--- src/hw/rtl/ssla_pkg.sv ---
// Package for the sorted set linked array unit.
// Holds microcode word type, control codes and the control store contents.
// Used by sorted_set_linked_array_unit; no dependencies.
package ssla_pkg;

    localparam int STEP_W = 5;

    typedef logic [STEP_W-1:0] step_t;

    // action codes on the input beat
    localparam logic [1:0] ACT_INSERT = 2'd0;
    localparam logic [1:0] ACT_REMOVE = 2'd1;
    localparam logic [1:0] ACT_READ   = 2'd2;
    localparam logic [1:0] ACT_BAD    = 2'd3;

    typedef enum logic [1:0] {
        ST_DONE  = 2'd0,
        ST_MISS  = 2'd1,
        ST_RANGE = 2'd2
    } status_t;

    typedef enum logic [3:0] {
        C_NEVER,
        C_ALWAYS,
        C_NO_BEAT,
        C_BAD,
        C_ACT_RD,
        C_ACT_RM,
        C_INS_STOP,
        C_RM_STOP,
        C_NX_EQ,
        C_NX_ZERO,
        C_RD_ZERO
    } cond_t;

    typedef enum logic [1:0] {
        W_NONE,
        W_ITEM_NX,
        W_X_ITEM,
        W_X_RD
    } wr_op_t;

    typedef enum logic [1:0] {
        CNT_KEEP,
        CNT_INC,
        CNT_DEC
    } cnt_op_t;

    typedef enum logic [1:0] {
        E_ZERO,
        E_ITEM,
        E_NX
    } emit_src_t;

    typedef enum logic {
        L_ONE,
        L_RD_ZERO
    } last_src_t;

    typedef struct packed {
        logic      take;
        logic      rd_en;
        logic      walk;
        wr_op_t    wr;
        cnt_op_t   cnt;
        logic      emit;
        emit_src_t esrc;
        status_t   est;
        last_src_t elast;
        cond_t     cond;
        step_t     target;
    } uword_t;

    // program addresses
    localparam step_t S_IDLE  = 5'd0;
    localparam step_t S_CHK   = 5'd1;
    localparam step_t S_DRD   = 5'd2;
    localparam step_t S_DRM   = 5'd3;
    localparam step_t S_IW    = 5'd4;
    localparam step_t S_IDEC  = 5'd5;
    localparam step_t S_I1    = 5'd6;
    localparam step_t S_I2    = 5'd7;
    localparam step_t S_DUP   = 5'd8;
    localparam step_t S_ERR   = 5'd9;
    localparam step_t S_RMW   = 5'd10;
    localparam step_t S_RDEC  = 5'd11;
    localparam step_t S_R1    = 5'd12;
    localparam step_t S_R2    = 5'd13;
    localparam step_t S_RD0   = 5'd14;
    localparam step_t S_RDL   = 5'd15;
    localparam step_t S_EMPTY = 5'd16;

    localparam uword_t UW_NOP = '{
        take:   1'b0,
        rd_en:  1'b0,
        walk:   1'b0,
        wr:     W_NONE,
        cnt:    CNT_KEEP,
        emit:   1'b0,
        esrc:   E_ZERO,
        est:    ST_DONE,
        elast:  L_ONE,
        cond:   C_NEVER,
        target: S_IDLE
    };

    // Control store. A step branches to target when cond holds, otherwise
    // falls through, except a walk step which repeats and advances one link.
    function automatic uword_t ucode(step_t s);
        uword_t w;
        w = UW_NOP;
        case (s)
            S_IDLE:
            begin
                w.take   = 1'b1;
                w.cond   = C_NO_BEAT;
                w.target = S_IDLE;
            end
            S_CHK:
            begin
                w.rd_en  = 1'b1;
                w.cond   = C_BAD;
                w.target = S_ERR;
            end
            S_DRD:
            begin
                w.rd_en  = 1'b1;
                w.cond   = C_ACT_RD;
                w.target = S_RD0;
            end
            S_DRM:
            begin
                w.rd_en  = 1'b1;
                w.cond   = C_ACT_RM;
                w.target = S_RMW;
            end
            S_IW:
            begin
                w.walk   = 1'b1;
                w.cond   = C_INS_STOP;
                w.target = S_IDEC;
            end
            S_IDEC:
            begin
                w.cond   = C_NX_EQ;
                w.target = S_DUP;
            end
            S_I1:
            begin
                w.wr  = W_ITEM_NX;
                w.cnt = CNT_INC;
            end
            S_I2:
            begin
                w.wr     = W_X_ITEM;
                w.emit   = 1'b1;
                w.esrc   = E_ITEM;
                w.cond   = C_ALWAYS;
                w.target = S_IDLE;
            end
            S_DUP:
            begin
                w.emit   = 1'b1;
                w.est    = ST_MISS;
                w.cond   = C_ALWAYS;
                w.target = S_IDLE;
            end
            S_ERR:
            begin
                w.emit   = 1'b1;
                w.est    = ST_RANGE;
                w.cond   = C_ALWAYS;
                w.target = S_IDLE;
            end
            S_RMW:
            begin
                w.walk   = 1'b1;
                w.cond   = C_RM_STOP;
                w.target = S_RDEC;
            end
            S_RDEC:
            begin
                w.cond   = C_NX_ZERO;
                w.target = S_DUP;
            end
            S_R1:
            begin
                w.wr  = W_X_RD;
                w.cnt = CNT_DEC;
            end
            S_R2:
            begin
                w.emit   = 1'b1;
                w.esrc   = E_ITEM;
                w.cond   = C_ALWAYS;
                w.target = S_IDLE;
            end
            S_RD0:
            begin
                w.cond   = C_NX_ZERO;
                w.target = S_EMPTY;
            end
            S_RDL:
            begin
                w.walk   = 1'b1;
                w.emit   = 1'b1;
                w.esrc   = E_NX;
                w.elast  = L_RD_ZERO;
                w.cond   = C_RD_ZERO;
                w.target = S_IDLE;
            end
            S_EMPTY:
            begin
                w.emit   = 1'b1;
                w.cond   = C_ALWAYS;
                w.target = S_IDLE;
            end
            default:
            begin
                w.cond   = C_ALWAYS;
                w.target = S_IDLE;
            end
        endcase
        return w;
    endfunction

endpackage

--- src/hw/rtl/ssla_ram.sv ---
// Generic single write, single read RAM with registered read data.
// Read data holds while read enable is low. No dependencies.
module ssla_ram #(
    parameter int WIDTH = 7,
    parameter int DEPTH = 65
) (
    input  logic                     clk,
    input  logic                     we,
    input  logic [$clog2(DEPTH)-1:0] waddr,
    input  logic [WIDTH-1:0]         wdata,
    input  logic                     re,
    input  logic [$clog2(DEPTH)-1:0] raddr,
    output logic [WIDTH-1:0]         rdata
);

    logic [WIDTH-1:0] mem [DEPTH];
    logic [WIDTH-1:0] rdata_reg;

    always_ff @(posedge clk)
    begin
        if (we)
        begin
            mem[waddr] <= wdata;
        end
        if (re)
        begin
            rdata_reg <= mem[raddr];
        end
    end

    assign rdata = rdata_reg;

endmodule

--- src/hw/rtl/sorted_set_linked_array_unit.sv ---
// Top level of the sorted set linked array unit.
// Depends on ssla_pkg and ssla_ram.
//
// Keeps distinct items 1..MAX_ITEM as an ascending linked list whose links
// sit in one RAM indexed by item, with the head link in a register. A small
// microcode program steps a plain datapath. One input beat is taken at a
// time and the walk follows one link per clock, except that a readout walk
// waits while its previous beat is held by a stalled output. An insert or
// remove walks to the place of its item, a bad request goes straight to
// its result, and readout loads one beat per item as it walks. The next
// input beat is taken in the cycle after the final result is loaded.
// Every insert, remove or bad request gives one result beat; readout gives
// one beat per item (one beat with item zero for an empty list), with last
// on the final beat. A new input beat is taken while the last result still
// waits in the output register.
module sorted_set_linked_array_unit #(
    parameter int MAX_ITEM = 64
) (
    input  logic                                clk,
    input  logic                                rst_n,
    input  logic                                in_valid,
    output logic                                in_stall,
    input  logic [1:0]                          action,
    input  logic [$clog2(MAX_ITEM+1)-1:0]       item,
    output logic                                out_valid,
    input  logic                                out_stall,
    output logic [$clog2(MAX_ITEM+1)-1:0]       result_item,
    output logic [1:0]                          status,
    output logic                                last,
    output logic [$clog2(MAX_ITEM+1)-1:0]       item_count
);

    localparam int ITEM_W = $clog2(MAX_ITEM + 1);
    localparam logic [ITEM_W-1:0] MAX_VAL = ITEM_W'(MAX_ITEM);

    ssla_pkg::step_t   upc_reg, upc_next;
    ssla_pkg::uword_t  uw;

    logic [1:0]        act_reg;
    logic [ITEM_W-1:0] item_reg;
    logic [ITEM_W-1:0] x_reg;
    logic [ITEM_W-1:0] nx_reg;
    logic [ITEM_W-1:0] head_reg;
    logic [ITEM_W-1:0] count_reg;

    logic              out_valid_reg;
    logic [ITEM_W-1:0] res_item_reg;
    logic [1:0]        status_reg;
    logic              last_reg;
    logic [ITEM_W-1:0] res_count_reg;

    logic [ITEM_W-1:0] rd_data;
    logic [ITEM_W-1:0] rd_addr;
    logic              rd_en;
    logic              ram_we;
    logic [ITEM_W-1:0] wr_addr;
    logic [ITEM_W-1:0] wr_data;
    logic              wr_any;

    logic              frozen;
    logic              cond_true;
    logic              walk_go;
    logic              take_beat;
    logic              bad;

    assign uw = ssla_pkg::ucode(upc_reg);

    assign in_stall  = !uw.take;
    assign take_beat = uw.take && in_valid;

    // an emitting step waits while the previous result is still held
    assign frozen = uw.emit && out_valid_reg && out_stall;

    assign bad = (act_reg == ssla_pkg::ACT_BAD)
              || ((act_reg != ssla_pkg::ACT_READ)
                  && ((item_reg == '0) || (item_reg > MAX_VAL)));

    always_comb
    begin
        case (uw.cond)
            ssla_pkg::C_NEVER:    cond_true = 1'b0;
            ssla_pkg::C_ALWAYS:   cond_true = 1'b1;
            ssla_pkg::C_NO_BEAT:  cond_true = !in_valid;
            ssla_pkg::C_BAD:      cond_true = bad;
            ssla_pkg::C_ACT_RD:   cond_true = (act_reg == ssla_pkg::ACT_READ);
            ssla_pkg::C_ACT_RM:   cond_true = (act_reg == ssla_pkg::ACT_REMOVE);
            ssla_pkg::C_INS_STOP: cond_true = (nx_reg == '0) || (nx_reg >= item_reg);
            ssla_pkg::C_RM_STOP:  cond_true = (nx_reg == '0) || (nx_reg == item_reg);
            ssla_pkg::C_NX_EQ:    cond_true = (nx_reg == item_reg);
            ssla_pkg::C_NX_ZERO:  cond_true = (nx_reg == '0);
            ssla_pkg::C_RD_ZERO:  cond_true = (rd_data == '0);
            default:              cond_true = 1'b1;
        endcase
    end

    assign walk_go = uw.walk && !cond_true && !frozen;

    always_comb
    begin
        if (frozen)
        begin
            upc_next = upc_reg;
        end
        else if (cond_true)
        begin
            upc_next = uw.target;
        end
        else if (uw.walk)
        begin
            upc_next = upc_reg;
        end
        else
        begin
            upc_next = upc_reg + 1'b1;
        end
    end

    // walking reads the link of the entry just fetched
    assign rd_en   = (uw.rd_en && !frozen) || walk_go;
    assign rd_addr = uw.walk ? rd_data : nx_reg;

    always_comb
    begin
        wr_any  = !frozen;
        wr_addr = x_reg;
        wr_data = item_reg;
        case (uw.wr)
            ssla_pkg::W_ITEM_NX:
            begin
                wr_addr = item_reg;
                wr_data = nx_reg;
            end
            ssla_pkg::W_X_ITEM:
            begin
                wr_addr = x_reg;
                wr_data = item_reg;
            end
            ssla_pkg::W_X_RD:
            begin
                wr_addr = x_reg;
                wr_data = rd_data;
            end
            default:
            begin
                wr_any = 1'b0;
            end
        endcase
    end

    // address zero is the head link, kept in a register
    assign ram_we = wr_any && (wr_addr != '0);

    ssla_ram #(
        .WIDTH (ITEM_W),
        .DEPTH (MAX_ITEM + 1)
    ) u_links (
        .clk   (clk),
        .we    (ram_we),
        .waddr (wr_addr),
        .wdata (wr_data),
        .re    (rd_en),
        .raddr (rd_addr),
        .rdata (rd_data)
    );

    always_ff @(posedge clk or negedge rst_n)
    begin
        if (!rst_n)
        begin
            upc_reg       <= ssla_pkg::S_IDLE;
            head_reg      <= '0;
            count_reg     <= '0;
            out_valid_reg <= 1'b0;
        end
        else
        begin
            upc_reg <= upc_next;
            if (wr_any && (wr_addr == '0))
            begin
                head_reg <= wr_data;
            end
            if (!frozen)
            begin
                case (uw.cnt)
                    ssla_pkg::CNT_INC: count_reg <= count_reg + 1'b1;
                    ssla_pkg::CNT_DEC: count_reg <= count_reg - 1'b1;
                    default:           count_reg <= count_reg;
                endcase
            end
            if (uw.emit && !frozen)
            begin
                out_valid_reg <= 1'b1;
            end
            else if (!out_stall)
            begin
                out_valid_reg <= 1'b0;
            end
        end
    end

    always_ff @(posedge clk)
    begin
        if (take_beat)
        begin
            act_reg  <= action;
            item_reg <= item;
            x_reg    <= '0;
            nx_reg   <= head_reg;
        end
        else if (walk_go)
        begin
            x_reg  <= nx_reg;
            nx_reg <= rd_data;
        end
        if (uw.emit && !frozen)
        begin
            case (uw.esrc)
                ssla_pkg::E_ITEM: res_item_reg <= item_reg;
                ssla_pkg::E_NX:   res_item_reg <= nx_reg;
                default:          res_item_reg <= '0;
            endcase
            status_reg    <= uw.est;
            last_reg      <= (uw.elast == ssla_pkg::L_ONE) || (rd_data == '0);
            res_count_reg <= count_reg;
        end
    end

    assign out_valid   = out_valid_reg;
    assign result_item = res_item_reg;
    assign status      = status_reg;
    assign last        = last_reg;
    assign item_count  = res_count_reg;

endmodule
--- config.mk ---
export PLATFORM = sky130hd
export DESIGN_NAME = sorted_set_linked_array_unit
export DESIGN_NICKNAME = d
export VERILOG_FILES = /design/src/hw/rtl/ssla_pkg.sv /design/src/hw/rtl/ssla_ram.sv /design/src/hw/rtl/sorted_set_linked_array_unit.sv
export SDC_FILE = /design/constraint.sdc
export NUM_CORES = 1
export LEC_CHECK = 0
export ABC_AREA = 1
export ABC_CLOCK_PERIOD_IN_PS = 10200
export BUFFER_PORTS_ARGS = -buffer_cell sky130_fd_sc_hd__buf_2
export CAP_MARGIN = 20
export CORE_ASPECT_RATIO = 0.5
export CORE_MARGIN = 2
export CORE_UTILIZATION = 35
export CTS_BUF_LIST = sky130_fd_sc_hd__clkbuf_4 sky130_fd_sc_hd__clkbuf_8 sky130_fd_sc_hd__clkbuf_16
export CTS_CLUSTER_DIAMETER = 200
export DETAILED_ROUTE_END_ITERATION = 12
export PLACE_DENSITY = 0.5
export RECOVER_POWER = 50
export SYNTH_ARGS = -nofsm -noshare
export SYNTH_HDL_FRONTEND = slang
export SYNTH_SLANG_ARGS = --single-unit
--- constraint.sdc ---
create_clock -name clk -period 10.2 [get_ports clk]
set_input_delay 2.04 -clock clk [delete_from_list [all_inputs] [get_ports clk]]
set_output_delay 2.04 -clock clk [all_outputs]
set_load 0.1 [all_outputs]
* Word-level counts from Yosys, hierarchy flattened
Memory sizes are Yosys's and may differ from the RTL's. A register that Yosys moved wholly into a read port is not among the register bits. Index checks and enable logic that the tools add are counted. Widths: inputs -> output; s select.
Cells by class: add/sub/neg operators 3, multipliers 0, div/mod/pow operators 0, $lt $le $gt $ge 2, eq/ne operators 39, shift-type cells 0, multiplexer cells 25, bitwise gates (word level) 2, reductions and logical operators 37
Operators by type and width (count):
- $pmux 9 s11 | 1
- $pmux 7 s2 | 3
- $eq 5x4->1 const B | 8
- $logic_not 7->1 | 4
- $mux 7 | 4
- $eq 5x3->1 const B | 4
- $eq 4x3->1 const B | 4
- $eq 2x2->1 const B | 6
- $eq 4x4->1 const B | 3
- $pmux 2 s2 | 3
- $eq 5x2->1 const B | 2
- $logic_and 1x1->1 | 10
- $mux 1 | 10
- $mux 5 | 2
- $pmux 1 s10 | 1
- $reduce_or 3->1 | 3
- $eq 2x1->1 const B | 4
- $eq 4x2->1 const B | 2
- $add 7x1->7 const B | 1
- $eq 7x7->1 | 1
- $ge 7x7->1 | 1
- $gt 7x7->1 const B | 1
- $reduce_bool 7->1 | 1
- $sub 7x1->7 const B | 1
- other kinds (15) | 28
Storage, ports and cells: bits in registers 60, bits in latches 0, RAM bits 455, memory bits (read-only) 0, output and inout port bits 19, memories 1
Memory list:
- u_links.mem | depth 65, bits a word 7, rd ports 1, clocked after Yosys merged registers in 1, write ports 1, line ssla_ram.sv:16 | logic [WIDTH-1:0] mem [DEPTH];

* Depth between registers and ports, before layout
Gate-level depths: netlist of the first run.
depth in word-level cells 10, mapped depth 20

* Cells and area by module
From an unflattened synthesis of the first run, not the netlist that was laid out.
Unflattened totals: cells, all modules 2089, area, all modules 22703.0 sq um
Modules (own cells, without submodules):
- ssla_ram | instances 1, cells each 1612, area each 18936.9 sq um, seq. area each 13873.3 sq um
- sorted_set_linked_array_unit | instances 1, cells each 477, area each 3766.1 sq um, seq. area each 1631.6 sq um

* Worst setup path before layout of the first run
No wires, ideal clock.
kind register to register, start register upc_reg[0], end memory u_links.mem[0][0], data pin, library setup time 0.580 ns, arrival 3.625 ns, required time 9.620 ns, setup slack 5.995 ns, cell stages (with the launch flop) 11, path buffers 1, clock period less this slack 4.205 ns, cells stage by stage dfrtp_1 -> inv_1 -> ha_1 -> inv_1 -> nor2_1 -> nand2_1 -> ha_1 -> nor2_4 -> buf_8 -> inv_1 -> o221ai_1
Between the ends: longest elaborated chain between the ends 4
Ends and longest elaborated chain:
- start, declared | line sorted_set_linked_array_unit.sv:36 | ssla_pkg::step_t upc_reg, upc_next;
- start signal, assigned | line sorted_set_linked_array_unit.sv:170 | upc_reg <= ssla_pkg::S_IDLE;
- start signal, assigned | line sorted_set_linked_array_unit.sv:177 | upc_reg <= upc_next;
- $eq 5x4->1 or $eq 5x3->1 (tied branches) | line ssla_pkg.sv:112 | case (s)
- $pmux 2 s3 * | line ssla_pkg.sv:112
- $eq 2x2->1 or $eq 2x1->1 (tied branches) | line sorted_set_linked_array_unit.sv:127 | case (uw.wr)
- $pmux 7 s2 * | line sorted_set_linked_array_unit.sv:127
- named net u_links.wdata[0] | line ssla_ram.sv:10 | input logic [WIDTH-1:0] wdata,
- end, declared | line ssla_ram.sv:16
Mark *: on every way through the listed nets, which the timed path passes. The rest lies on a longest branch.

* Worst setup path after layout of the first run
start register upc_reg[0], end memory u_links.mem[1][3], data pin
The elaborated chain is that of the path after synthesis.

==> impl_metrics.json, run 1 <==
{
  "largest_reg_flops": 455,
  "ioPinCount": 32,
  "worstMarginPinSlew_ps": 4114,
  "path_max_fanout": 51,
  "yosys.area.top_type_share_pct": 61.94,
  "ant_nets": 0,
  "cp-end-kind": "flip-flop",
  "cts_resized": 0,
  "min_period_over_period_pct": 69.79,
  "min_path_type": "reg -> reg",
  "ir_worst_vdd_v": 0.0001893,
  "power_leakage_nw": 11.11,
  "status": "finished, violations left",
  "synth-async-reset-ratio_pct": 3.831,
  "report.power.total_w": 0.007675,
  "postSynthAreaPerCell_um2": 9.888,
  "synthTopCellsByCount": "nand2_1, edfxtp_1, inv_1, nand3_1, nor2_1",
  "die_h_um": 189.2,
  "yosys.area.top_type": "edfxtp_1",
  "skew_ps": 17.12,
  "violations": "capacitance limit, slew limit",
  "grt-ovfl-total": 0,
  "cts_tree": "built",
  "finalSetupViolCount": 0,
  "root_buffer": "clkbuf_16",
  "n_antenna_cell": 0,
  "core.rowCount": 67,
  "tns_ps": 0,
  "cts_max_path_buffers": 3,
  "post_cts_buffers": 0,
  "synth_edf_count": 495,
  "ys.flop_type": "edfxtp_1",
  "synthCells": 2427,
  "crit_type": "reg -> reg",
  "grt_usage_pct": 18.36,
  "globalplace.congestion": 0.8719,
  "drv_cap": 8,
  "finalWorstSetupSlack_ps": 3082,
  "largest-register": "u_links.mem",
  "utilization_pct": 39.61,
  "max_freq_ghz": 0.1405,
  "relSlewSlack_pct": -174.3,
  "critPathRequiredTime_ps": 10180,
  "maxSlewViolCount": 377,
  "synth-seq-cells": 522,
  "holdBufCountCts": 0,
  "clk_pin_slew_worst_paths_ps": 60,
  "nets": 2477,
  "yosysSeqAreaShare_pct": 64.61,
  "clock_latency_ps": 600,
  "yosysMostFrequentCell": "nand2_1",
  "syn_area_um2": 24000,
  "synthTopCellsByArea": "edfxtp_1, nand2_1, nand3_1, inv_1, dfrtp_1",
  "cp-start-kind": "flip-flop",
  "core-area_um2": 67400,
  "cts.htree.levels": 2,
  "chipWidth_um": 374.3,
  "report.final.hold_viol_count": 0,
  "powerDensity_nw_per_um2": 287.5,
  "hold_slack_ps": 459.4,
  "cp.arrival_ps": 7100,
  "dieArea_um2": 70810,
  "portBuffers": 31,
  "antenna_found_initial": 1,
  "finalWirelength_um": 64940,
  "floorplan.initialDensity_pct": 35.61,
  "wl_per_cell_um": 19.22,
  "fin_crit_ps": 7118,
  "grt_max_degree": 89,
  "ys_warn_count": 0,
  "drive_gt1_share_pct": 6.446,
  "grt_pass1_wl_um": 98940,
  "dp.final_hpwl_um": 38040,
  "grt_pass1_vias": 15727,
  "area_growth_syn_to_layout_pct": 11.25,
  "cts_buffers": 51,
  "rsz0062_at_grt": "false",
  "drcViolationCount": 0,
  "dr_total_vias": 16419,
  "pre_cts_ws_ps": 5112,
  "first_iter_violations": 1535,
  "synth_cell_type_count": 45,
  "dr.pass1.iters": 7,
  "vias_per_cell": 4.859,
  "cts.sinks": 522
}
==> logic make-up after synthesis <==
group | synth area share [%]
flip-flops | 64.61
AO/OA/AOI/OAI | 1.747
adder cells (fa/ha/maj) | 1.230
XOR/XNOR | 0.2920
other | 0.01563
buffers and inverters | 8.868
AND/OR/NAND/NOR | 23.24
==> cell usage in the layout (no fill, tap or decap), drive strengths merged, types with 12 or more instances in the layout <==
cell type / instances
ha: 22
clkinv: 18
nor2: 115
dfrtp: 20
buf: 28
a21oi: 15
clkbuf: 101
nand2: 697
nand4: 12
o21ai: 47
edfxtp: 495
inv: 436
nand3: 425
==> stage by stage <==
stage          cells  area (um2)
2_1_floorplan   2433       24020
3_3_place_gp    3284       25180
3_5_place_dp    3285       25210
4_1_cts         3379       26840
5_1_grt         3379       26700
6_report        3379       26700
==> cell type report <==
class	count	area (um2)
fillers	6718	40700
inverters	436	1652
well taps	897	1122
multi-input cells	1374	6481
clock inverters	21	135.1
flip-flops and latches	522	15500
clock buffers	73	1495
repair buffers	56	307.8
==> where the power goes <==
part / internal, W / leakage [nW] / total [W] / switching (W)
sequential: 0.00264 / 4.77 / 0.00274 / 0.0000946
combinational: 0.000713 / 5.52 / 0.00306 / 0.00235
clock: 0.00105 / 0.815 / 0.00188 / 0.000830
total: 0.00440 / 11.1 / 0.00768 / 0.00327
==> path summary, 6_finish.rpt <==
| check | start | endpoint | slack [ps] | cells past startpoint |
|---|---|---|---|---|
| worst max-delay path | upc_reg[0] | u_links.mem[1][3] | 3080 | 10 |
| worst min-delay path | count_reg[0] | item_count[0] | 460 | 0 |
| worst max register to register | upc_reg[0] | u_links.mem[1][3] | 3080 | 10 |
| worst min register to register | count_reg[0] | item_count[0] | 460 | 0 |
| max in group asynchronous | rst_n | head_reg[4] | 7870 | 1 |
| min in group asynchronous | rst_n | upc_reg[4] | 1640 | 1 |
==> worst max-delay path, stage by stage, from the launching register on <==
cell	delay, ps
dfrtp_1	430
inv_1	100
ha_1	200
inv_1	50
nor2_1	270
nand2_1	170
ha_1	260
nor2_1	900
inv_1	540
o221ai_1	1420
clkbuf_1	2100
==> per-layer routing <==
| metal | up-vias | wire length (um) | track usage (%) |
|---|---|---|---|
| li1 | 7926 | - | - |
| met4 | 2 | 1082 | 4.017 |
| met1 | 7934 | 30910 | 26.78 |
| met2 | 473 | 29210 | 28.80 |
| met5 | - | 13 | 0 |
| met3 | 84 | 3728 | 2.961 |
Power figures use the tool's default switching activity.
==> inputs of run 2 (changes only) <==
--- a/config.mk
+++ b/config.mk
@@ -6,7 +6,7 @@
 export NUM_CORES = 1
 export LEC_CHECK = 0
 export ABC_AREA = 1
-export ABC_CLOCK_PERIOD_IN_PS = 10200
+export ABC_CLOCK_PERIOD_IN_PS = 6000
 export BUFFER_PORTS_ARGS = -buffer_cell sky130_fd_sc_hd__buf_2
 export CAP_MARGIN = 20
 export CORE_ASPECT_RATIO = 0.5
@@ -15,7 +15,7 @@
 export CTS_BUF_LIST = sky130_fd_sc_hd__clkbuf_4 sky130_fd_sc_hd__clkbuf_8 sky130_fd_sc_hd__clkbuf_16
 export CTS_CLUSTER_DIAMETER = 200
 export DETAILED_ROUTE_END_ITERATION = 12
-export PLACE_DENSITY = 0.5
+export PLACE_DENSITY = 0.52
 export RECOVER_POWER = 50
 export SYNTH_ARGS = -nofsm -noshare
 export SYNTH_HDL_FRONTEND = slang
==> constraint.sdc (replaced) <==
create_clock -name clk -period 6 [get_ports clk]
set_input_delay 1.2 -clock clk [delete_from_list [all_inputs] [get_ports clk]]
set_output_delay 1.2 -clock clk [all_outputs]
set_load 0.1 [all_outputs]
==> run 2 against run 1 <==
The flow still finishes with violations (capacitance limit, slew limit); routed wire length is 1.6% lower; clock skew grew 6.2 ps; worst hold slack lost 9.4 ps; clock-buffer cell count shrank 2; cell area rose by 0.27%; sequential cell count is the same; final cell count grew 0.18%; non-clock buffer count up 5; global-route usage shrank 0.26 points.
==> impl_metrics.json, run 2 (synthesis gave the netlist of run 1 again) <==
{
  "nets": 2483,
  "crit_chain": "inv_1 -> ha_1 -> inv_1 -> nor2_1 -> nand2_1 -> ha_1 -> nor2_4 -> inv_1 -> o221ai_1 -> clkbuf_2",
  "largest-register": "u_links.mem",
  "chipWidth_um": 374.3,
  "core.rowCount": 67,
  "r2r_cells": 10,
  "cts_tree": "built",
  "cts_buffers": 52,
  "relSlewSlack_pct": -72.61,
  "ant_nets": 0,
  "mostFrequentLayoutCells": "nand2_1, edfxtp_1, inv_1",
  "reg2reg_slack_ps": 820,
  "finalSetupViolCount": 0,
  "crit_type": "reg -> reg",
  "dr_total_vias": 16435,
  "cp-start-kind": "flip-flop",
  "final_common_cell": "nand2_1",
  "violations": "capacitance limit, slew limit",
  "holdBufCountCts": 0,
  "die_h_um": 189.2,
  "path_max_fanout": 49,
  "timing.rr.start": "upc_reg[0]",
  "grt_pass1_vias": 15671,
  "cts.htree.levels": 2,
  "vias_per_cell": 4.855,
  "min_to": "item_count[0]",
  "drive_gt1_share_pct": 6.833,
  "report.power.total_w": 0.01312,
  "skew_ps": 23.29,
  "report.final.hold_viol_count": 0,
  "ioPinCount": 32,
  "cp-end-kind": "flip-flop",
  "clk_pin_slew_worst_paths_ps": 60,
  "powerDensity_nw_per_um2": 490.0,
  "placed_cell_area_um2": 25290,
  "grt_max_degree": 93,
  "sw_frac_of_total_pct": 42.31,
  "fin_crit_ps": 5181,
  "rsz0062_at_grt": "false",
  "n_antenna_cell": 0,
  "grt_pass1_wl_um": 97750,
  "min_period_over_period_pct": 86.35,
  "min_path_type": "reg -> reg",
  "grt-ovfl-total": 0,
  "portBuffers": 31,
  "whs_path_depth": 0,
  "root_buffer": "clkbuf_16",
  "dp.final_hpwl_um": 38940,
  "critPathMaxStageDelay_ps": 1520,
  "cts_resized": 0,
  "cp.arrival_ps": 5400,
  "pwr-share-seq_pct": 35.4,
  "cts_max_path_buffers": 3,
  "power_leakage_nw": 11.18,
  "dieArea_um2": 70810,
  "worstMarginPinSlew_ps": 2589,
  "tns_ps": 0,
  "p_clk_share_pct": 24.8,
  "floorplan.initialDensity_pct": 35.61,
  "maxSlewViolCount": 153,
  "intPower_w": 0.007567,
  "first_iter_violations": 1522,
  "status": "finished, violations left",
  "ir_worst_vdd_v": 0.0003000,
  "combPwrFrac_pct": 39.8,
  "cts.sinks": 522,
  "max_freq_ghz": 0.1930,
  "p_switching_w": 0.005550,
  "slowest_stage": "o221ai_1",
  "core-area_um2": 67400,
  "globalplace.congestion": 0.8668,
  "crit_path_start": "upc_reg[0]",
  "antenna_found_initial": 1,
  "clock_latency_ps": 610,
  "cpMostUsedCell": "inv_1",
  "drcViolationCount": 0,
  "area_growth_syn_to_layout_pct": 11.55,
  "dr.pass1.iters": 6,
  "wl_per_cell_um": 18.88,
  "fin_area_um2": 26770,
  "post_cts_buffers": 0,
  "largest_reg_flops": 455,
  "drv_cap": 6,
  "hp-start": "count_reg[0]",
  "critPathRequiredTime_ps": 6220,
  "grt_usage_pct": 18.10,
  "finalWirelength_um": 63920,
  "reg2reg_to": "u_links.mem[11][2]"
}
run 2: cell types whose count changed in the layout (fill, tap and decap cells not counted), moves of 3 or more:
cell / delta
o221ai_4: -4
clkbuf_2: +4
clkinv_2: +5
clkbuf_1: -4
clkinv_1: -5
o221ai_1: +4
buf_12: +6
clkbuf_8: -3
run 2: power groups by stage:
stage,clock [W],combinational (W),sequential [W]
floorplan,0,0.00319,0.00507
global placement,0,0.00528,0.00470
detailed placement,0,0.00529,0.00470
CTS,0.00331,0.00531,0.00463
global route,0.00346,0.00573,0.00467
finish,0.00325,0.00521,0.00465
run 2: worst max path at each step:
stage / to / depth (start not counted)
2_1_floorplan: u_links.mem[0][0] / 10
3_3_place_gp: u_links.rdata[3] / 18
3_5_place_dp: u_links.rdata[4] / 18
4_1_cts: u_links.rdata[4] / 18
5_1_grt: u_links.mem[0][2] / 10
6_report: u_links.mem[11][2] / 10
run 2: cell type report:
type / count / area, um2
fill: 6636 / 40630
tap: 897 / 1122
multi-input combinational: 1374 / 6415
timing repair buffer: 61 / 405.4
sequential: 522 / 15500
clock buffer: 71 / 1461
clock inverter: 24 / 210.2
inverter: 436 / 1652
run 2: metal layers:
layer | vias to the layer above | routed length, um | track usage (%)
met5 | - | 8 | 0
met3 | 93 | 4302 | 3.388
li1 | 7936 | - | -
met1 | 7892 | 30010 | 26.21
met4 | 2 | 1351 | 4.947
met2 | 512 | 28240 | 27.81
run 2: per-stage QoR:
step / utilization [%] / std cells / worst slack [ps] / hold slack [ps]
2_1_floorplan: - / 2433 / 1795 / 424.9
3_3_place_gp: 37.53 / 3289 / 1381 / 432.9
3_5_place_dp: 37.53 / 3289 / 1341 / 432.7
4_1_cts: 40.01 / 3384 / 1349 / 448.2
5_1_grt: 39.72 / 3385 / 486.6 / 463.9
6_report: 39.72 / 3385 / 818.9 / 450.0
run 2: worst max-delay path: cells and delay by family, from the launching register on:
family,cells,cell delay (ps)
AO/OA/AOI/OAI,1,1520
adder cells (fa/ha/maj),2,470
buffers and inverters,4,1560
flip-flops,1,430
AND/OR/NAND/NOR,3,800
